===== src/sv/dmxr_pkg.sv =====
// Shared constants, codes and types of the multi-universe DMX receiver.
package dmxr_pkg;

  localparam int unsigned MAX_UNIVERSES_DEF      = 32;
  localparam int unsigned SLOTS_PER_UNIVERSE_DEF = 512;
  localparam int unsigned CHANNEL_MAX            = 512;

  localparam int unsigned CFG_IDX_W  = 3;
  localparam int unsigned CFG_DATA_W = 16;

  localparam logic [7:0] SEQ_RESET = 8'hFF;

  localparam int unsigned RES_FIFO_DEPTH = 3;
  localparam int unsigned RES_CNT_W      = $clog2(RES_FIFO_DEPTH + 1);

  typedef enum logic [CFG_IDX_W-1:0] {
    CFG_FIRST_UNIVERSE = 3'd0,
    CFG_UNIVERSE_COUNT = 3'd1,
    CFG_CHANNEL_COUNT  = 3'd2,
    CFG_SYNC_ENABLE    = 3'd3,
    CFG_OUTPUT_MODE    = 3'd4
  } cfg_reg_e;

  typedef enum logic [2:0] {
    OUT_UPDATE    = 3'd0,
    OUT_BANG      = 3'd1,
    OUT_AUTOMATIC = 3'd2,
    OUT_CHANGE    = 3'd3,
    OUT_FORCED    = 3'd4
  } out_mode_e;

  localparam logic ITEM_SLOT = 1'b0;
  localparam logic ITEM_READ = 1'b1;

  localparam logic RESULT_NOTIFY = 1'b0;
  localparam logic RESULT_READ   = 1'b1;

  typedef struct packed {
    logic [7:0] store;
    logic [7:0] snapshot;
  } slot_entry_t;

  typedef struct packed {
    logic       kind;
    logic [7:0] value;
    logic       in_range;
  } result_t;

endpackage


===== src/sv/dmxr_seq_table.sv =====
// Sequence number table with per-entry valid bits and write forwarding.
module dmxr_seq_table #(
  parameter int unsigned IDX_W = 5
) (
  input  logic             clk_i,
  input  logic             rst_ni,
  input  logic             clear_i,
  input  logic             rd_en_i,
  input  logic [IDX_W-1:0] rd_idx_i,
  output logic [7:0]       rd_seq_o,
  input  logic             wr_en_i,
  input  logic [IDX_W-1:0] wr_idx_i,
  input  logic [7:0]       wr_seq_i
);
  import dmxr_pkg::*;

  localparam int unsigned DEPTH = 2 ** IDX_W;

  logic [7:0]       mem [DEPTH];
  logic [7:0]       rd_q;
  logic [IDX_W-1:0] rd_idx_q;
  logic [DEPTH-1:0] valid_q;
  logic             fwd_valid_q;
  logic [IDX_W-1:0] fwd_idx_q;
  logic [7:0]       fwd_seq_q;

  always_ff @(posedge clk_i) begin
    if (wr_en_i) begin
      mem[wr_idx_i] <= wr_seq_i;
    end
    if (rd_en_i) begin
      rd_q     <= mem[rd_idx_i];
      rd_idx_q <= rd_idx_i;
    end
    fwd_idx_q <= wr_idx_i;
    fwd_seq_q <= wr_seq_i;
  end

  always_ff @(posedge clk_i or negedge rst_ni) begin
    if (!rst_ni) begin
      valid_q     <= '0;
      fwd_valid_q <= 1'b0;
    end else begin
      fwd_valid_q <= wr_en_i;
      if (clear_i) begin
        valid_q <= '0;
      end else if (wr_en_i) begin
        valid_q[wr_idx_i] <= 1'b1;
      end
    end
  end

  always_comb begin
    if (!valid_q[rd_idx_q]) begin
      rd_seq_o = SEQ_RESET;
    end else if (fwd_valid_q && (fwd_idx_q == rd_idx_q)) begin
      rd_seq_o = fwd_seq_q;
    end else begin
      rd_seq_o = rd_q;
    end
  end

endmodule


===== config.mk =====
export PLATFORM = sky130hd
export DESIGN_NAME = dmxr_seq_table
export DESIGN_NICKNAME = d
export VERILOG_FILES = /design/src/sv/dmxr_pkg.sv /design/src/sv/dmxr_seq_table.sv
export SDC_FILE = /design/constraint.sdc
export NUM_CORES = 1
export LEC_CHECK = 0
export BUFFER_PORTS_ARGS = -buffer_cell sky130_fd_sc_hd__clkbuf_2
export CAP_MARGIN = 5
export CORE_UTILIZATION = 29
export CTS_CLUSTER_SIZE = 25
export DETAILED_ROUTE_END_ITERATION = 10
export MAX_ROUTING_LAYER = met4
export PLACE_DENSITY = 0.41
export SLEW_MARGIN = 25
export SYNTH_ARGS = -nofsm -noshare
export SYNTH_HDL_FRONTEND = slang
export SYNTH_SLANG_ARGS = --single-unit

===== constraint.sdc =====
create_clock -name clk_i -period 2.16 [get_ports clk_i]
set_input_delay 0.432 -clock clk_i [delete_from_list [all_inputs] [get_ports clk_i]]
set_output_delay 0.432 -clock clk_i [all_outputs]
set_load 0.005 [all_outputs]

# Word-level counts from Yosys, hierarchy flattened
# Memories as Yosys holds them, arrays and structs flattened. A register that Yosys moved wholly into a read port is not among the register bits.
# Cells that the tools add are included.
# word_totals
regBits	51
latch_bits	0
mem_bits_rw	256
rom_bits	0
input_bits	23
out_inout_bits	8
word_cells	24
memories	1
# classes
n_addsub	0
multipliers	0
div	0
n_lt_le_gt_ge	3
n_eq_ne	1
shifts	0
n_mux	10
n_bitwise	1
n_reduce_logical	3
# memory_table
name	depth	width	rd	rd_ports_with_merged_regs	write_ports	line	text
mem	32	8	1	1	1	dmxr_seq_table.sv:19	logic [7:0] mem [DEPTH];
# op_table
cell	count
32-bit 2-to-1 mux	2
32-bit OR	1
8-bit 2-to-1 mux	2
5-bit by 6-bit < comparator with 1-bit output (second input constant)	2
1-bit binary-select mux with 5-bit select	1
1-bit demux with 5-bit select	1
5-bit equality test	1
5-bit by 1-bit >= comparator with 1-bit output (second input constant)	1
1-bit 2-to-1 mux	4
1-bit logical AND	2
2-bit nonzero test	1

# Longest topological paths before layout
# logic_depth
ltp_word	7
mapped_depth	7
depth_no_buf	5

# Worst setup path before layout
# OpenSTA, ideal clock, no wires.
# synth_timing
path_type	input-to-reg
from	in rd_idx_i[1]
to	reg rd_q[0] (read register of mem) (data pin)
setup_ns	0.260
arrival_ns	2.114
required_ns	1.900
slack_ns	-0.214
path_stages	5
path_buffers	2
cell_sequence	clkbuf_1 clkbuf_1 mux4_2 mux4_2 mux2_2
# synth_lines
item	line	text
from (decl)	dmxr_seq_table.sv:9	input logic [IDX_W-1:0] rd_idx_i,
to (decl)	dmxr_seq_table.sv:20	logic [7:0] rd_q;

# Worst setup path after layout
# layout_timing
from	reg rd_idx_q[3]
to	out rd_seq_o[4]
# layout_between
elab_chain_cells	4
elab_cells_between_ends	6
cone_classes	eq/ne: 1; mux: 4; reduce/logical: 1
# layout_lines
item	line	text
from (decl)	dmxr_seq_table.sv:21	logic [IDX_W-1:0] rd_idx_q;
from (signal assigned)	dmxr_seq_table.sv:33	rd_idx_q <= rd_idx_i;
branches (longest 3 deep; another with 1-bit binary-select mux with 5-bit select)	--	
8-bit 2-to-1 mux *	dmxr_seq_table.sv:54	if (!valid_q[rd_idx_q]) begin
to (decl)	dmxr_seq_table.sv:10	output logic [7:0] rd_seq_o,
# Every way passes the cells marked *. The select of a mux whose other input is x is not followed.

==> results.md <==
- Wirelength, routed: 28800 um
- Slew Limit Fails: 0
- DR vias/cell: 4.67
- Critical Path RT: about 1.7 ns
- Die H: 206 um
- Most frequent cells in the layout: edfxtp_1, nor2_1, mux4_2
- Post-synthesis sequential area ratio: around three quarters
- Largest family of logic cells by synthesized area: multiplexers
- Root Buffer: clkbuf_16
- GRT overflow: 0
- Slew headroom: between 40% and 50%
- Synth Instances: 601
- Most common cell after layout, fill and taps aside: edfxtp_1
- Filler Cells Inserted: about 3800
- Min-Delay Path Class: in2async
- Area Overhead vs Synth: 21.2%
- Adder-cell share of the synthesized area: 0%
- Post-route setup slack: -0.645 ns
- Syn avg cell area: 20.1 um2
- CTS tree: done
- Hold slack: 0.0139 ns
- Max Fanout on Critical Path: 6
- Crit Path Category: reg2out
- Fmax: around 0.36 GHz
- Setup tns final: -4.46 ns
- # setup viols final: 8
- Largest net degree at the start of global routing: 34
- Post-route ant nets: 0
- Synth unique cells: 28
- Drc violations: 6
- Maxcap violations: 0
- Initial core utilization: 29.5%
- Failing checks: DRC, setup timing
- Worst-margin pin slew: 0.842 ns
- Vias: 5896
- Cts hold-fix bufs: 0
- H-tree depth: 2
- Yosys top cell by area: edfxtp_1
- CTS max path bufs: 3
- Post-synth top area share: 66.8%
- Peak supply drop: 488 uV
- Post-Syn Nets: around 620
- First-pass GRT wire length: between 40000 and 50000 um
- Fin crit share: 130%
- Initial antenna violation count: 1
- GRT Resource Usage Total: around 15%
- Mapped Area: around 12000 um2
- Die Wd: 206 um
- DR pass1 iterations: 7
- Routability cong.: between 0.7 and 0.8
- PD cells: about 940 nW/um2
- Worst EP arrival: 2.37 ns
- Routed len/inst: 22.8 um
- CTS clk-pin slew, worst paths: roughly 0.060 ns
- Final hold vios: 0
- Detailed Place HPWL: between 15000 and 20000 um
- Number of DRC markers in iteration 0: 432
- Vias in the first global route: 6337
- Layout Skew: around 0.015 ns
- Fraction of the mapped netlist area in simple logic gates: under 10%
- Fin crit period: between 2 and 3 ns
- #FFs+latches synth: around 320
- RSZ-0062 raised after global routing: true
- Warnings, synthesis: 0
- Largest cells by area after synthesis: edfxtp_1, mux4_2, dfrtp_1
- Final net count: 725
- I/O pin total: 31
- Crit start category: register
- Mux share of post-synthesis cell area: roughly 18%
- CP endpoint kind: output port
- Pre-CTS setup slack: -0.404 ns
- LEAKAGE: about 0.0049 uW
- Status: finished, violations left
- Total Power: about 14000 uW
- Number of buffers inserted by port buffering: 30
- Core area: 41000 um2
- Area of the die: 42500 um2
- Clk Latency, worst-skew pair: about 0.51 ns
- Share of layout cells above drive strength 1: between 30% and 40%
- CTS Buf Count: 36
- Row count: 74
- Compound-Gate Fraction of Synth Area: 0.434%
- Clk sinks: 315
- Synth Area in XOR/XNOR: less than 1%
area by class of cell:
class | count | area [um2] | share of cell area (%)
tap | 532 | 666 | 4.54
clock inverter | 16 | 218 | 1.49
sequential | 315 | 9160 | 62.5
clock buffer | 50 | 995 | 6.79
multi-input combinational | 260 | 2870 | 19.5
timing repair buffer | 89 | 748 | 5.10
antenna | 1 | 2.50 | 0.0171
worst paths after layout:
kind	start	to	slack, ns	depth (start not counted)
min in group clk_i	wr_en_i	fwd_valid_q	0.12	1
setup reg to reg	mem[2][3]	rd_q[3]	0.23	3
max in group asynchronous	rst_ni	valid_q[14]	1.61	1
setup / recovery	rd_idx_q[3]	rd_seq_o[4]	-0.65	8
hold / removal	rst_ni	valid_q[2]	0.01	1
hold reg to reg	valid_q[8]	valid_q[8]	0.50	2
logic make-up (layout without fill, tap and decap cells):
family | after synthesis | count (layout)
xor gates and xnor gates | 5 | 5
muxes | 112 | 112
AOI/OAI and AO/OA | 8 | 8
other | 0 | 1
and+or+nand+nor | 135 | 135
buffers and inverters | 26 | 155
DFF | 315 | 315
per-stage QoR:
stage | area, um2 | utilization [%] | std cells
floorplan | 12200 | - | 601
global placement | 13300 | 32.5 | 1192
detailed placement | 13300 | 32.5 | 1192
CTS | 14600 | 35.6 | 1260
global route | 14700 | 35.7 | 1263
finish | 14700 | 35.7 | 1263
Yosys cell counts:
cell type and number:
edfxtp_1 269, dfxtp_1 13, xor2_1 4, nor4_1 1, buf_2 4, and2_1 1, clkbuf_1 10, nand3b_1 5
nand4_1 1, buf_4 6, nand2b_1 2, dfrtp_1 33, buf_1 5, a211oi_1 1, nor2b_1 2, a22oi_1 4
and3_1 1, nor2_1 98, mux4_2 80, or3b_2 3, a21oi_1 3, mux2_2 8, or3_1 1, xnor2_1 1
nand2_1 14, nand3_1 6, buf_6 1, mux2i_1 24
report_power, final:
part / leakage (uW) / internal [uW] / switching [uW]
Combinational: 0.00134 / 345 / 420
Sequential: 0.00300 / 6720 / 34.4
Clock: 0.000584 / 3830 / 2360
Total: 0.00493 / 10900 / 2810
worst max-delay path, stage by stage (launching register included):
cell	delay, ns
edfxtp_1	0.42
xor2_1	0.20
nor4_2	0.27
and3_1	0.22
buf_6	0.13
buf_12	0.13
mux2i_4	0.29
nand2_1	0.09
clkbuf_2	0.12
routing by layer:
layer | GRT usage, % | routed length, um | vias to the layer above
met2 | 23.1 | 13900 | 115
met1 | 19.4 | 13000 | 3119
met5 | - | 0 | -
met3 | 2.07 | 1180 | 49
li1 | - | - | 2613
met4 | 4.33 | 665 | 0
sequential cells by signal, summed over array words and instances (netlist names):
name	count
mem	256
valid_q	32
rd_idx_q	5
fwd_seq_q	8
rd_q	8
fwd_idx_q	5
fwd_valid_q	1
what timing repair did:
item / in CTS / in global routing
gates cloned: 0 / 0
pin swaps: 10 / 10
endpoints found under the hold margin: 0 / 0
endpoints found under the setup margin: 8 / 8
buffers inserted: 2 / 2
gates resized for setup: 12 / 7
Power figures use the tool's default switching activity.
