--- config.mk ---
export PLATFORM = sky130hd
export DESIGN_NAME = dmxr_result_fifo
export DESIGN_NICKNAME = d
export VERILOG_FILES = /design/src/sv/dmxr_pkg.sv /design/src/sv/dmxr_result_fifo.sv
export SDC_FILE = /design/constraint.sdc
export NUM_CORES = 1
export LEC_CHECK = 0
export BUFFER_PORTS_ARGS = -buffer_cell sky130_fd_sc_hd__buf_2
export CAP_MARGIN = 40
export CORE_MARGIN = 10
export CORE_UTILIZATION = 39
export CTS_CLUSTER_SIZE = 8
export DETAILED_ROUTE_END_ITERATION = 10
export HOLD_SLACK_MARGIN = 0.08
export PLACE_DENSITY_LB_ADDON = 0.3
export SYNTH_ARGS = -nofsm -noshare
export SYNTH_HDL_FRONTEND = slang
export SYNTH_SLANG_ARGS = --single-unit
--- constraint.sdc ---
create_clock -name clk_i -period 2 [get_ports clk_i]
set_input_delay 0.1 -clock clk_i [delete_from_list [all_inputs] [get_ports clk_i]]
set_output_delay 0.1 -clock clk_i [all_outputs]
set_load 0.005 [all_outputs]
--- src/sv/dmxr_pkg.sv ---
// Shared constants, codes and types of the multi-universe DMX receiver.
package dmxr_pkg;

  localparam int unsigned MAX_UNIVERSES_DEF      = 32;
  localparam int unsigned SLOTS_PER_UNIVERSE_DEF = 512;
  localparam int unsigned CHANNEL_MAX            = 512;

  localparam int unsigned CFG_IDX_W  = 3;
  localparam int unsigned CFG_DATA_W = 16;

  localparam logic [7:0] SEQ_RESET = 8'hFF;

  localparam int unsigned RES_FIFO_DEPTH = 3;
  localparam int unsigned RES_CNT_W      = $clog2(RES_FIFO_DEPTH + 1);

  typedef enum logic [CFG_IDX_W-1:0] {
    CFG_FIRST_UNIVERSE = 3'd0,
    CFG_UNIVERSE_COUNT = 3'd1,
    CFG_CHANNEL_COUNT  = 3'd2,
    CFG_SYNC_ENABLE    = 3'd3,
    CFG_OUTPUT_MODE    = 3'd4
  } cfg_reg_e;

  typedef enum logic [2:0] {
    OUT_UPDATE    = 3'd0,
    OUT_BANG      = 3'd1,
    OUT_AUTOMATIC = 3'd2,
    OUT_CHANGE    = 3'd3,
    OUT_FORCED    = 3'd4
  } out_mode_e;

  localparam logic ITEM_SLOT = 1'b0;
  localparam logic ITEM_READ = 1'b1;

  localparam logic RESULT_NOTIFY = 1'b0;
  localparam logic RESULT_READ   = 1'b1;

  typedef struct packed {
    logic [7:0] store;
    logic [7:0] snapshot;
  } slot_entry_t;

  typedef struct packed {
    logic       kind;
    logic [7:0] value;
    logic       in_range;
  } result_t;

endpackage

--- src/sv/dmxr_result_fifo.sv ---
// Small result queue between the update stage and the output channel.
module dmxr_result_fifo (
  input  logic                           clk_i,
  input  logic                           rst_ni,
  input  logic                           push_i,
  input  dmxr_pkg::result_t              push_data_i,
  output logic [dmxr_pkg::RES_CNT_W-1:0] count_o,
  output logic                           out_valid_o,
  input  logic                           out_ready_i,
  output dmxr_pkg::result_t              out_data_o
);
  import dmxr_pkg::*;

  localparam int unsigned PTR_W = $clog2(RES_FIFO_DEPTH);

  result_t              buf_q [RES_FIFO_DEPTH];
  logic [PTR_W-1:0]     wr_ptr_q;
  logic [PTR_W-1:0]     rd_ptr_q;
  logic [RES_CNT_W-1:0] cnt_q;
  logic                 pop;

  assign pop         = out_valid_o && out_ready_i;
  assign out_valid_o = (cnt_q != '0);
  assign out_data_o  = buf_q[rd_ptr_q];
  assign count_o     = cnt_q;

  always_ff @(posedge clk_i) begin
    if (push_i) begin
      buf_q[wr_ptr_q] <= push_data_i;
    end
  end

  always_ff @(posedge clk_i or negedge rst_ni) begin
    if (!rst_ni) begin
      wr_ptr_q <= '0;
      rd_ptr_q <= '0;
      cnt_q    <= '0;
    end else begin
      if (push_i) begin
        wr_ptr_q <= (wr_ptr_q == PTR_W'(RES_FIFO_DEPTH - 1)) ? '0 : wr_ptr_q + PTR_W'(1);
      end
      if (pop) begin
        rd_ptr_q <= (rd_ptr_q == PTR_W'(RES_FIFO_DEPTH - 1)) ? '0 : rd_ptr_q + PTR_W'(1);
      end
      if (push_i && !pop) begin
        cnt_q <= cnt_q + RES_CNT_W'(1);
      end else if (!push_i && pop) begin
        cnt_q <= cnt_q - RES_CNT_W'(1);
      end
    end
  end

endmodule

==> Yosys cells after proc, flatten, opt, wreduce, memory -nomap -nowiden <==
Memory sizes are Yosys's and may differ from the RTL's.
Index checks and enable logic that the tools add are counted.
{ "classes": {"n_addsub": 4, "n_eq_ne": 2, "n_mux": 6, "n_reduce_logical": 7} }
{ "op_table": {"columns": ["op", "count"], "rows": [
  ["2-bit two-way mux", 4],
  ["2-bit by 1-bit adder with 2-bit output, second input constant", 3],
  ["2-bit == test, second input constant", 2],
  ["2-bit nonzero test", 2],
  ["1-bit logical AND", 3],
  ["1-bit logical NOT", 2],
  ["1-bit two-way mux", 2],
  ["2-bit by 1-bit subtractor with 2-bit output, second input constant", 1]
]} }
{ "totals": {"regBits": 6, "ramBits": 30, "out_inout_bits": 13, "wordCells": 23, "n_memories": 1} }
{ "mem_list": {"columns": ["memory", "depth", "word_bits", "read_ports", "rd_ports_with_merged_regs", "wr", "line", "source"], "rows": [
  ["buf_q", 3, 10, 1, 0, 1, "dmxr_result_fifo.sv:16", "result_t buf_q [RES_FIFO_DEPTH];"]
]} }

==> Depth between registers and ports, before layout <==
Gate-level depths: netlist (run 1).
{ "logic_depth": {"depth_word": 5, "depth_mapped": 5, "depth_no_buf": 5} }

==> Worst setup path after synthesis (run 1) <==
No wires, ideal clock.
{ "synth_path": {"path_type": "register to register", "start": "register wr_ptr_q[0]", "end": "memory buf_q[2][0] in the netlist's numbering (enable)", "setup_ps": 392, "arrival_ps": 1226, "required_time_ps": 1608, "setup_slack_ps": 382, "path_stages_with_launch": 2, "synth_period_minus_slack_ps": 1618, "path_cell_list": "dfrtp_1 -> nor3b_1"} }
{ "synth_rtl": {"columns": ["element", "line", "source"], "rows": [
  ["start, declared", "dmxr_result_fifo.sv:17", "logic [PTR_W-1:0] wr_ptr_q;"],
  ["start signal, assigned", "dmxr_result_fifo.sv:40", "wr_ptr_q <= (wr_ptr_q == PTR_W'(RES_FIFO_DEPTH - 1)) ? '0 : wr_ptr_q + PTR_W'(1);"],
  ["end, declared", "dmxr_result_fifo.sv:16", null]
]} }
No word-level cell before the write port.

==> results summary, run 1 <==
The run finished with clean final reports. The number of antenna violations at the first check in global routing is 0. The worst register-to-register path begins at wr_ptr_q[0].

The final setup violation count is 0. Setup slack on the worst reg-to-reg path comes out at roughly 560 ps. The number of DRC markers in iteration 0 is 50. The area added between synthesis and finish is 26.6%. The die covers 6340 sq um. Entering global routing, the biggest net connects 24 pins. The worst hold path belongs to the class input port to flop. The horizontal extent of the die is 79.6 um. The worst setup path is launched from a flop.

The worst supply voltage drop on vdd came out at between 0.0004 and 0.0005 V. After synthesis, the cell types taking the most area are sky130_fd_sc_hd__edfxtp_1 (65%), sky130_fd_sc_hd__dfrtp_1 (11%), sky130_fd_sc_hd__mux2i_1 (7.2%). The cell count after placement is 160.

The largest fanout on the critical path came out at 13. Dividing the final minimum period by the clock period gives 0.862. The estimated wirelength of the detail-placed design came out at 1.73 mm. The worst setup path is captured at a primary output. For the pin with the worst max-slew slack, the measured transition is slightly above 700 ps.

The worst hold path terminates at rd_ptr_q[1]. The number of distinct library cell variants in the gate-level netlist after synthesis is 21. Headroom to the max-slew limit came out at 0.531.

The number of hold-slack violations in the final timing report is 0. The number of buffers inserted by port buffering came out at 26. On the worst path, the slowest cell contributes a delay of 770 ps. Measured in cells, the most critical reg-to-reg path has a length of 2. The top-level port count is 27.

The post-synth design cell area came out at ~1400 sq um. At the worst endpoint, the arrival time is 1620 ps. The maximum count of clock buffers along a single path came out at 2. Of the post-synthesis cell area, the dominant cell type holds 0.650. The number of levels the H-tree was split into is 2. The worst-case clock skew is approximately 9 ps.

The register bit total from synthesis came out at 36. The count of warnings emitted by yosys is 0. The setup total negative slack came out at 0 ps. The count of nets left with antenna violations after detail routing is 0.

The total number of vias came out at slightly above 800. The final instance count without filler cells came out at around 180. The clock-pin slew of the registers on the worst-case setup and hold paths came out at 100 ps. The clock sink count came out at 36. The timing-limited maximum frequency came out at 580 MHz. The startpoint of the lowest-slack hold path is out_ready_i. The final RePlAce weighted congestion came out at just under 0.7.

After detailed routing, the number of vias per cell comes to between 4 and 5. The CTS tree is done. The post-detailed-route DRC marker count is 0. Of the total power, registers draw 0.545.

The number of maximum-capacitance constraint violations is 0. Once layout is complete, the utilization of the core stands at 0.517. The wire length of the first global-routing pass came out at 4.08 mm. Once the clock tree was built, the setup fixing pass inserted 0 buffers. In this run the vertical extent of the chip is ~80 um. The antenna diode count came out at 0. The worst register-to-register path ends at buf_q[2][0]. Internal power comes to 1.48 mW. The starting utilization of the core area is 0.409. The number of global-route vias before repair came to 880. In this run the core area contains 21 standard-cell rows. For this design, the slowest cell found on the critical path is sky130_fd_sc_hd__dfrtp_1. The ratio of cells with drive above 1 in the final layout is 0.301. The floorplan core area came out at 3390 sq um. Walking the worst path, the cells encountered are mux2i_1 > o21ai_1 > buf_2. Setup repair after global routing left no endpoint under its margin.

The aggregate global routing overflow is 0. The number of standard cells after synthesis is 88. In the final routed layout, each cell accounts on average for between 10 and 15 um. The net count after synthesis came out at 103. Clock tree synthesis selected as its root buffer the cell sky130_fd_sc_hd__clkbuf_4. The power per standard cell area came out at 1220 nW/um^2. The register area share after synthesis is 0.759. Clock latency on the worst-skew pair, taken at its later pin, is around 330 ps.

The final-report max-slew violation count was 0. The required arrival time at the worst endpoint came out at ~1900 ps. The library cell with the largest summed area after synthesis is sky130_fd_sc_hd__edfxtp_1. The number of nets in the finished design is 147. The switching share of power is 0.309. Summed over all nets, the switching power comes to 0.663 mW. The path type of the worst setup path is flop to primary output. The static leakage is 0.694 nW. The average instance in the mapped netlist occupies about 16 sq um. The total iterations of the first detailed-routing run is 4.

The share of total power in combinational logic is 0.276. The number of buffers created by CTS came out at 5. Of the total power, the clock network draws 0.178. The total routing usage reported by global routing is 0.0831. The hold-critical path depth is 3. The final layout contains routed wiring with a total length of 2.45 mm. The routed design could run at a clock period as short as between 1500 and 2000 ps.
## placed cells by master, fill, tap and decap left out, types with 2 or more instances in the layout
cell / n
sky130_fd_sc_hd__clkbuf_4: 5
sky130_fd_sc_hd__nand2_1: 12
sky130_fd_sc_hd__o21ai_0: 3
sky130_fd_sc_hd__dfrtp_1: 6
sky130_fd_sc_hd__xor2_1: 2
sky130_fd_sc_hd__o21ai_1: 8
sky130_fd_sc_hd__nor2_1: 2
sky130_fd_sc_hd__edfxtp_1: 30
sky130_fd_sc_hd__mux2i_1: 10
sky130_fd_sc_hd__clkbuf_1: 2
sky130_fd_sc_hd__buf_2: 26
sky130_fd_sc_hd__a21o_1: 2
sky130_fd_sc_hd__dlygate4sd3_1: 11
sky130_fd_sc_hd__buf_4: 3
## stage by stage
| step | area (sq um) | power (mW) | setup slack, ps | hold WS [ps] |
|---|---|---|---|---|
| after CTS | 1750 | 2.20 | 208 | 91.1 |
| final | 1750 | 2.15 | 276 | 98.0 |
| after global placement | 1580 | 1.78 | 599 | -70.0 |
| after global routing | 1750 | 2.31 | 131 | 110 |
| after floorplan | 1390 | 1.51 | 382 | -196 |
| after detailed placement | 1580 | 1.79 | 564 | -67.8 |
## state kept, by name, summed over array words and instances, names as in the netlist
signal	count
count_o	2
buf_q	30
rd_ptr_q	2
wr_ptr_q	2
## metal layers
| metal | track usage | wire length, um | vias to the layer above |
|---|---|---|---|
| met1 | 0.0823 | 996 | 382 |
| met3 | 0.0394 | 131 | 5 |
| met2 | 0.146 | 1280 | 13 |
| met5 | 0 | 0 | - |
| li1 | - | - | 412 |
| met4 | 0.0323 | 38 | 0 |
## worst max-delay path by stage
stage,start,to,slack (ps),depth (start not counted)
floorplan,wr_ptr_q[0],buf_q[2][0],380,1
global placement,wr_ptr_q[0],buf_q[2][0],600,2
detailed placement,wr_ptr_q[0],buf_q[2][3],560,2
CTS,rd_ptr_q[0],out_data_o[2],210,3
global route,rd_ptr_q[0],out_data_o[7],130,3
finish,rd_ptr_q[0],out_data_o[2],280,3
## worst max-delay path, delay by kind of cell, from the launching register on
kind	cells	cell delay [ps]
flip-flops	1	770
multiplexers	1	300
buffers and inverters	1	150
AO/OA/AOI/OAI	1	80
## power by group through the flow
| stage | Combinational, mW | Clock [mW] | Sequential, mW |
|---|---|---|---|
| 4_1_cts | 0.618 | 0.403 | 1.18 |
| 3_5_place_dp | 0.600 | 0 | 1.19 |
| 2_1_floorplan | 0.437 | 0 | 1.08 |
| 3_3_place_gp | 0.596 | 0 | 1.18 |
| 5_1_grt | 0.671 | 0.434 | 1.20 |
| 6_report | 0.593 | 0.383 | 1.17 |
## layout make-up
| type | count | area [sq um] |
|---|---|---|
| Multi-Input combinational cell | 48 | 319 |
| Clock buffer | 8 | 58.8 |
| Inverter | 1 | 3.75 |
| Timing Repair Buffer | 40 | 263 |
| Fill cell | 295 | 1640 |
| Sequential cell | 36 | 1050 |
| Tap cell | 46 | 57.6 |
## cell usage after synthesis
master	instances
sky130_fd_sc_hd__nor3b_1	1
sky130_fd_sc_hd__buf_6	1
sky130_fd_sc_hd__clkbuf_2	1
sky130_fd_sc_hd__xnor2_1	1
sky130_fd_sc_hd__ha_1	1
sky130_fd_sc_hd__edfxtp_1	30
sky130_fd_sc_hd__nor3_1	2
sky130_fd_sc_hd__mux2i_1	10
sky130_fd_sc_hd__o21ai_1	8
sky130_fd_sc_hd__nor2_1	2
sky130_fd_sc_hd__inv_1	1
sky130_fd_sc_hd__or2_2	1
sky130_fd_sc_hd__a21o_2	1
sky130_fd_sc_hd__dfrtp_1	6
sky130_fd_sc_hd__nand2_1	12
sky130_fd_sc_hd__o21ai_0	3
sky130_fd_sc_hd__xor2_1	2
sky130_fd_sc_hd__o21ai_2	1
sky130_fd_sc_hd__buf_2	1
sky130_fd_sc_hd__a21o_1	2
sky130_fd_sc_hd__nand2b_1	1
## timing repair
item                                   4_1_cts  5_1_grt
resized for setup                            0        0
hold buffers                                11        0
endpoints found under the hold margin       36        0
## logic make-up after synthesis
kind of cell / after synthesis / share of synthesized area
buf+inv: 4 / 0.0181
simple gates: 19 / 0.0596
mux: 10 / 0.0723
flops: 36 / 0.759
compound gates: 15 / 0.0632
fa+ha+maj: 1 / 0.00903
xor+xnor: 3 / 0.0190
Power figures use the tool's default switching activity.
==> inputs of run 2 (changes only) <==
--- a/config.mk
+++ b/config.mk
@@ -8,7 +8,7 @@
 export BUFFER_PORTS_ARGS = -buffer_cell sky130_fd_sc_hd__buf_2
 export CAP_MARGIN = 40
 export CORE_MARGIN = 10
-export CORE_UTILIZATION = 39
+export CORE_UTILIZATION = 53
 export CTS_CLUSTER_SIZE = 8
 export DETAILED_ROUTE_END_ITERATION = 10
 export HOLD_SLACK_MARGIN = 0.08
==> run 2 against run 1 <==
Critical path depth is the same. Flip-flop and latch count stayed put. Die area down 20%. Final cell count decreased by 8.4%. Largest cell class unchanged. Highest routed layer unchanged.
==> results summary, run 2 (synthesis results as in run 1) <==
The final RePlAce weighted congestion is 0.713 (+4.8%). The switching power total came out at 0.667 mW (+0.61%). The cell-internal power was 1.45 mW (-2.1%). In the layout the commonest cells are sky130_fd_sc_hd__edfxtp_1 (30), sky130_fd_sc_hd__buf_2 (26), sky130_fd_sc_hd__nand2_1 (12). The estimated wirelength of the detail-placed design came out at 1.71 mm (-1.2%).

The die area is 5060 sq um (-20%). The clock-pin slew of the registers on the worst-case setup and hold paths is 90 ps (about the same). The floorplan core area is 2480 sq um (-27%). The number of buffers inserted by port buffering came out at 26 (unchanged). The flow ran to the end, and the final reports show no timing, DRC or antenna violations.

The total routing usage reported by global routing is 0.101 (+0.0184). The floorplan row count is 18 (-14%). The proportion of power drawn by flip-flops and latches came to 0.553 (+0.008). The final cell area excluding filler cells was 1740 sq um (-1.0%). The tree is rooted in a sky130_fd_sc_hd__clkbuf_4.

The number of maximum-capacitance constraint violations is 0 (unchanged). The static leakage came out at 0.700 nW (+0.86%). STA classifies the critical path endpoint as a primary output. The largest fanout on the critical path came out at 13 (unchanged). The number of antenna violations at the first check in global routing is 0 (unchanged).

The wire length of the first global-routing pass came out at 4.06 mm (-0.49%). The required arrival time at the worst endpoint came out at 1900 ps (about the same). The flip-flop count of the largest register after layout was 30 (unchanged). The critical path buffer and inverter count is 1 (unchanged). The slew of the pin with the lowest slew margin was 672 ps (-31.6 ps). The die extent in y came out at 71.1 um (-11%). The worst hold path belongs to the class input port to flop.

The count of nets left with antenna violations after detail routing is 0 (unchanged). The starting utilization of the core area was 0.559 (+0.150). Walking the worst path, the cells encountered are mux2i_1 > o21ai_0 > buf_2. The horizontal extent of the die came out at 71.1 um (-11%). The largest register by flop count is buf_q.

The worst supply voltage drop on vdd came out at 0.000840 V (+78%). The ratio of cells with drive above 1 in the final layout is 0.313 (+0.0127). Among cell families on the critical path, the largest total delay comes from flip-flops. The number of levels the H-tree was split into is 2 (unchanged). The total number of vias came to 834 (+2.7%). The start point of the critical path is rd_ptr_q[0]. The number of buffers created by CTS was 5 (unchanged). The post-cts repair resize count came out at 0 (unchanged). The insertion delay to the later sink of the worst-skew pair is 330 ps (about the same). The area added between synthesis and finish is 25.3%. The number of global-route vias before repair came out at 888 (+0.91%). The library cell used most frequently in the layout, excluding fill and tap cells, is sky130_fd_sc_hd__edfxtp_1.

The ratio of routed vias to standard cells is 5.09 (+12%). The worst setup slack for register-to-register paths was 640 ps (+80 ps). The top-level port count came out at 27 (unchanged). The post-detailed-route DRC marker count is 0 (unchanged). The maximum count of clock buffers along a single path was 2 (unchanged).

The number of DRC markers in iteration 0 is 17 (-66%). The worst-case clock skew is 4.62 ps (-4.17 ps). The timing-limited maximum frequency is 589 MHz (+1.6%). TritonCTS built the clock tree.

The cell with the biggest individual delay on the critical path is sky130_fd_sc_hd__dfrtp_1. The startpoint of the lowest-slack hold path is out_ready_i. The aggregate global routing overflow came out at 0 (unchanged). The maximum number of pins on one net before global-route repair is 24 (unchanged).

The path type of the worst setup path is flop to primary output. The routed wire length per instance is 14.8 um (+7.9%). The share of total power in combinational logic is 0.288 (+0.012). The number of post-CTS setup repair buffers is 0 (unchanged). The longest individual stage delay on the worst path came to 760 ps (about the same). The number of hold-slack violations in the final timing report is 0 (unchanged).

The power per standard cell area was 1220 nW/um^2 (-0.29%). The total design power came out at 2.12 mW (-1.3%). The switching share of power was 0.315 (+0.00591). The instance area at placement is 1580 sq um (-0.32%). The part of the power in the clock network came out at 0.159 (-0.019). The antenna diode count is 0 (unchanged). The tightest slew margin relative to the limit is 0.552 (+0.0211). The period utilization is 0.848 (-0.0134).

The clock sink count came out at 36 (unchanged). The final setup violation count is 0 (unchanged). Setup repair after global routing left no endpoint under its margin. The total iterations of the first detailed-routing run is 2 (-2). The number of buffers inserted for hold repair after clock tree synthesis came out at 11 (unchanged). The post-layout minimum cycle time was 1700 ps (-26.8 ps). STA classifies the critical path startpoint as a flop. The critical path data arrival time is 1600 ps (-20 ps). The setup total negative slack came to 0 ps (unchanged). The wire length reported by the detailed router came to 2.42 mm (-1.1%).

The worst register-to-register path begins at count_o[0]. The number of nets in the finished design was 149 (+1.4%). The final-report max-slew violation count is 0 (unchanged).
==> run 2: changes by cell type in the layout (fill, tap and decap cells not counted), sizes merged <==
cell / change
buf: +2
clkbuf: -2
clkinv: +1
==> run 2: layer usage <==
layer  up-vias  part of all wire  GRT usage
li1        416                 -          -
met1       391              0.40      0.102
met2        21              0.52      0.176
met3         6             0.065     0.0446
met4         0            0.0095     0.0473
met5         -                 0          0
==> run 2: final timing paths <==
kind                                 end  cells after the start
hold reg to reg               count_o[1]                      1
max in group asynchronous    wr_ptr_q[0]                      2
min in group asynchronous     count_o[1]                      2
setup / recovery           out_data_o[6]                      3
hold / removal               rd_ptr_q[1]                      3
setup reg to reg              count_o[1]                      5
==> run 2: worst register-to-register path, cell delays in order, from the launching register on <==
cell and delay (ps):
sky130_fd_sc_hd__dfrtp_1 460, sky130_fd_sc_hd__o21ai_2 230, sky130_fd_sc_hd__ha_1 210, sky130_fd_sc_hd__xor2_1 160, sky130_fd_sc_hd__nor2_1 60, sky130_fd_sc_hd__xor2_1 140
==> run 2: power groups by stage <==
stage / sequential (mW) / combinational [mW] / clock [mW]
floorplan: 1.08 / 0.437 / 0
global placement: 1.18 / 0.597 / 0
detailed placement: 1.19 / 0.611 / 0
CTS: 1.18 / 0.631 / 0.351
global route: 1.20 / 0.699 / 0.385
finish: 1.17 / 0.611 / 0.337
==> run 2: through the flow <==
step	instances	utilization	hold WS, ps	setup slack, ps
finish	164	0.701	111	303
global route	164	0.701	126	170
CTS	164	0.701	98.9	256
detailed placement	146	0.637	-67.9	642
global placement	146	0.637	-70.7	659
floorplan	88	-	-196	382
==> run 2: area by class of cell <==
class | instances | area (sq um)
sequential | 36 | 1050
fill | 189 | 742
timing repair buffer | 42 | 278
multi-input combinational | 48 | 319
inverter | 1 | 3.75
clock inverter | 1 | 5.00
clock buffer | 6 | 41.3
tap | 30 | 37.5
==> inputs of run 3 (changes only) <==
--- a/config.mk
+++ b/config.mk
@@ -8,7 +8,7 @@
 export BUFFER_PORTS_ARGS = -buffer_cell sky130_fd_sc_hd__buf_2
 export CAP_MARGIN = 40
 export CORE_MARGIN = 10
-export CORE_UTILIZATION = 53
+export CORE_UTILIZATION = 48
 export CTS_CLUSTER_SIZE = 8
 export DETAILED_ROUTE_END_ITERATION = 10
 export HOLD_SLACK_MARGIN = 0.08
==> constraint.sdc (replaced) <==
create_clock -name clk_i -period 1.5 [get_ports clk_i]
set_input_delay 0.075 -clock clk_i [delete_from_list [all_inputs] [get_ports clk_i]]
set_output_delay 0.075 -clock clk_i [all_outputs]
set_load 0.005 [all_outputs]
==> run 3 against run 2 <==
Worst setup slack lost 180 ps. Critical path depth up 1. Critical endpoint is now out_data_o[7]. Die area is 7.4% higher. Flip-flop and latch count did not move. Sequential share of layout area shrank 1.6 points. Routed wire length grew 0.99%. Via count shrank 0.72%. Combinational power up 65%. Utilization is 5.4 points lower. Register-to-register slack got worse by 500 ps.
==> results summary, run 3 (synthesis results as in run 1) <==
The run finished with clean final reports. The worst supply voltage drop on vdd came out at 0.00139 V (+65%). The wire length of the first global-routing pass came out at 3.95 mm (-2.7%). The final-report max-slew violation count is 0 (unchanged). In the layout the commonest cells are sky130_fd_sc_hd__edfxtp_1 (30), sky130_fd_sc_hd__buf_2 (26), sky130_fd_sc_hd__dlygate4sd3_1 (14). The total number of vias is 828 (-0.72%). The number of nets in the finished design came out at 154 (+3.4%). The static leakage is 0.723 nW (+3.2%).

Static timing analysis puts the maximum clock frequency at 727 MHz. The count of nets left with antenna violations after detail routing came out at 0 (unchanged). The number of buffers created by CTS came out at 5 (unchanged).

The library cell used most frequently in the layout, excluding fill and tap cells, is sky130_fd_sc_hd__edfxtp_1. The number of antenna violations at the first check in global routing came out at 0 (unchanged). The total routing usage reported by global routing is 0.0955 (-0.00597). The wire length reported by the detailed router is 2.45 mm (+0.99%). The setup slack after placement came out at 149 ps (-493 ps). The final RePlAce weighted congestion is 0.646 (-9.4%).

The most critical setup path has its startpoint at rd_ptr_q[0]. The power per standard cell area was 1630 nW/um^2 (+33%). The number of filler instances in the final layout came to 203 (+7.4%). The antenna diode count came out at 0 (unchanged). The min-delay analysis places its worst path in the category input port to flop.

The sequential cell area is 1050 sq um (unchanged). The floorplan core area was 2760 sq um (+11%). The floorplan row count is 19 (+1).

The number of buffers inserted by port buffering is 26 (unchanged). The aggregate global routing overflow came to 0 (unchanged). The post-layout minimum cycle time came out at ~1400 ps. The critical path is of the flop to primary output type. The worst setup path is launched from a flop. The post-detailed-route DRC marker count was 0 (unchanged). The die extent in y came out at 73.7 um (+3.6%). The maximum count of clock buffers along a single path came to 2 (unchanged). The number of levels the H-tree was split into is 2 (unchanged). The worst-case clock skew came out at 6.33 ps (+1.71 ps). The setup slack after layout is 124 ps (-179 ps). The top-level port count is 27 (unchanged). The insertion delay to the later sink of the worst-skew pair is 330 ps (about the same).

The die area came out at 5430 sq um (+7.4%). The estimated wirelength of the detail-placed design was 1.68 mm (-2.0%). The required arrival time at the worst endpoint came out at 1420 ps (-480 ps). The clock sink count is 36 (unchanged). The setup total negative slack came out at 0 ps (unchanged).

TritonCTS built the clock tree. The total design power came out at 2.90 mW (+37%). The ratio of cells with drive above 1 in the final layout came out at 0.317 (+0.00311). The number of maximum-capacitance constraint violations came out at 0 (unchanged).

The horizontal extent of the die is 73.7 um (+3.6%). The total iterations of the first detailed-routing run came out at 4 (+2). The number of hold-slack violations in the final timing report is 0 (unchanged).

The reg-to-reg critical path startpoint is count_o[0]. The number of global-route vias before repair is 860 (-3.2%). The maximum number of pins on one net before global-route repair is 12 (-50%). Dividing the final minimum period by the clock period gives 0.917. The post-route core utilization is 0.646 (-0.0544).

The tightest slew margin relative to the limit is 0.841 (+0.289). The starting utilization of the core area is 0.502 (-0.0568). More flip-flops sit in one register than any other, and that register is buf_q.

The number of DRC markers in iteration 0 is 58 (+41). The final setup violation count came out at 0 (unchanged). The cell sitting at the root of the clock tree is a sky130_fd_sc_hd__clkbuf_4. The flip-flop count of the largest register after layout is 30 (unchanged). The routed wire length per instance came out at 14.4 um (-2.6%). Compared with the post-synthesis result, the final layout area differs by 28.6%. The number of post-CTS setup repair buffers is 0 (unchanged).

The worst setup path is captured at a primary output. Setup repair after global routing left no endpoint under its margin. The slew of the pin with the lowest slew margin is 239 ps (-434 ps). The ratio of routed vias to standard cells was 4.87 (-4.2%).

The area of combinational cells with multiple inputs is 319 sq um (unchanged). The clock-pin slew of the registers on the worst-case setup and hold paths came out at 100 ps (about the same). The critical path data arrival time is 1300 ps (-300 ps). The largest fanout on the critical path is 7 (-6). The startpoint identified for the worst hold timing path is push_i.
==> run 3: changes by cell type in the layout (fill, tap and decap cells not counted) <==
cell,before,now
sky130_fd_sc_hd__dlygate4sd3_1,11,14
sky130_fd_sc_hd__o21ai_0,3,2
sky130_fd_sc_hd__buf_4,5,7
sky130_fd_sc_hd__o21ai_1,8,9
==> run 3: worst max-delay path, stage by stage (launching register included) <==
cell,delay (ps)
sky130_fd_sc_hd__dfrtp_1,390
sky130_fd_sc_hd__buf_4,180
sky130_fd_sc_hd__mux2i_1,120
sky130_fd_sc_hd__o21ai_0,140
sky130_fd_sc_hd__buf_2,140
==> run 3: repair_timing <==
item / 4_1_cts / 5_1_grt
endpoints found under the setup margin: 0 / 1
hold buffers: 14 / 0
endpoints found under the hold margin: 37 / 0
resized for setup: 0 / 1
==> run 3: power by group <==
group / switching (mW) / total [mW] / internal, mW / leakage (nW)
clock network: 0.287 / 0.460 / 0.172 / 0.0281
logic: 0.499 / 1.01 / 0.510 / 0.344
registers: 0.124 / 1.43 / 1.31 / 0.351
total: 0.911 / 2.90 / 1.99 / 0.723
==> run 3: path summary, 6_finish.rpt <==
path,slack (ps),to,depth (start not counted)
max reg2reg,140,count_o[1],5
max,120,out_data_o[7],4
min in group asynchronous,600,wr_ptr_q[1],3
max in group asynchronous,160,rd_ptr_q[1],4
min,120,count_o[0],3
min reg2reg,530,count_o[1],1
==> run 3: stage by stage <==
stage	cell area (sq um)	instances	hold WS (ps)
after floorplan	1400	88	-221
after global placement	1600	149	-95.3
after detailed placement	1600	149	-91.0
after CTS	1780	170	113
after global routing	1780	170	132
final	1780	170	119
==> run 3: area by class of cell <==
cell class / count / area share
clock buffer: 6 / 0.0232
tap: 31 / 0.0218
clock inverter: 1 / 0.00281
inverter: 1 / 0.00211
sequential: 36 / 0.590
multi-input combinational: 48 / 0.179
timing repair buffer: 47 / 0.181
==> run 3: layer usage <==
layer,track usage,vias to the layer above,part of all wire
met1,0.0951,375,0.38
met4,0.0311,0,0.013
li1,-,425,-
met3,0.0538,5,0.089
met5,0,-,0
met2,0.164,23,0.52
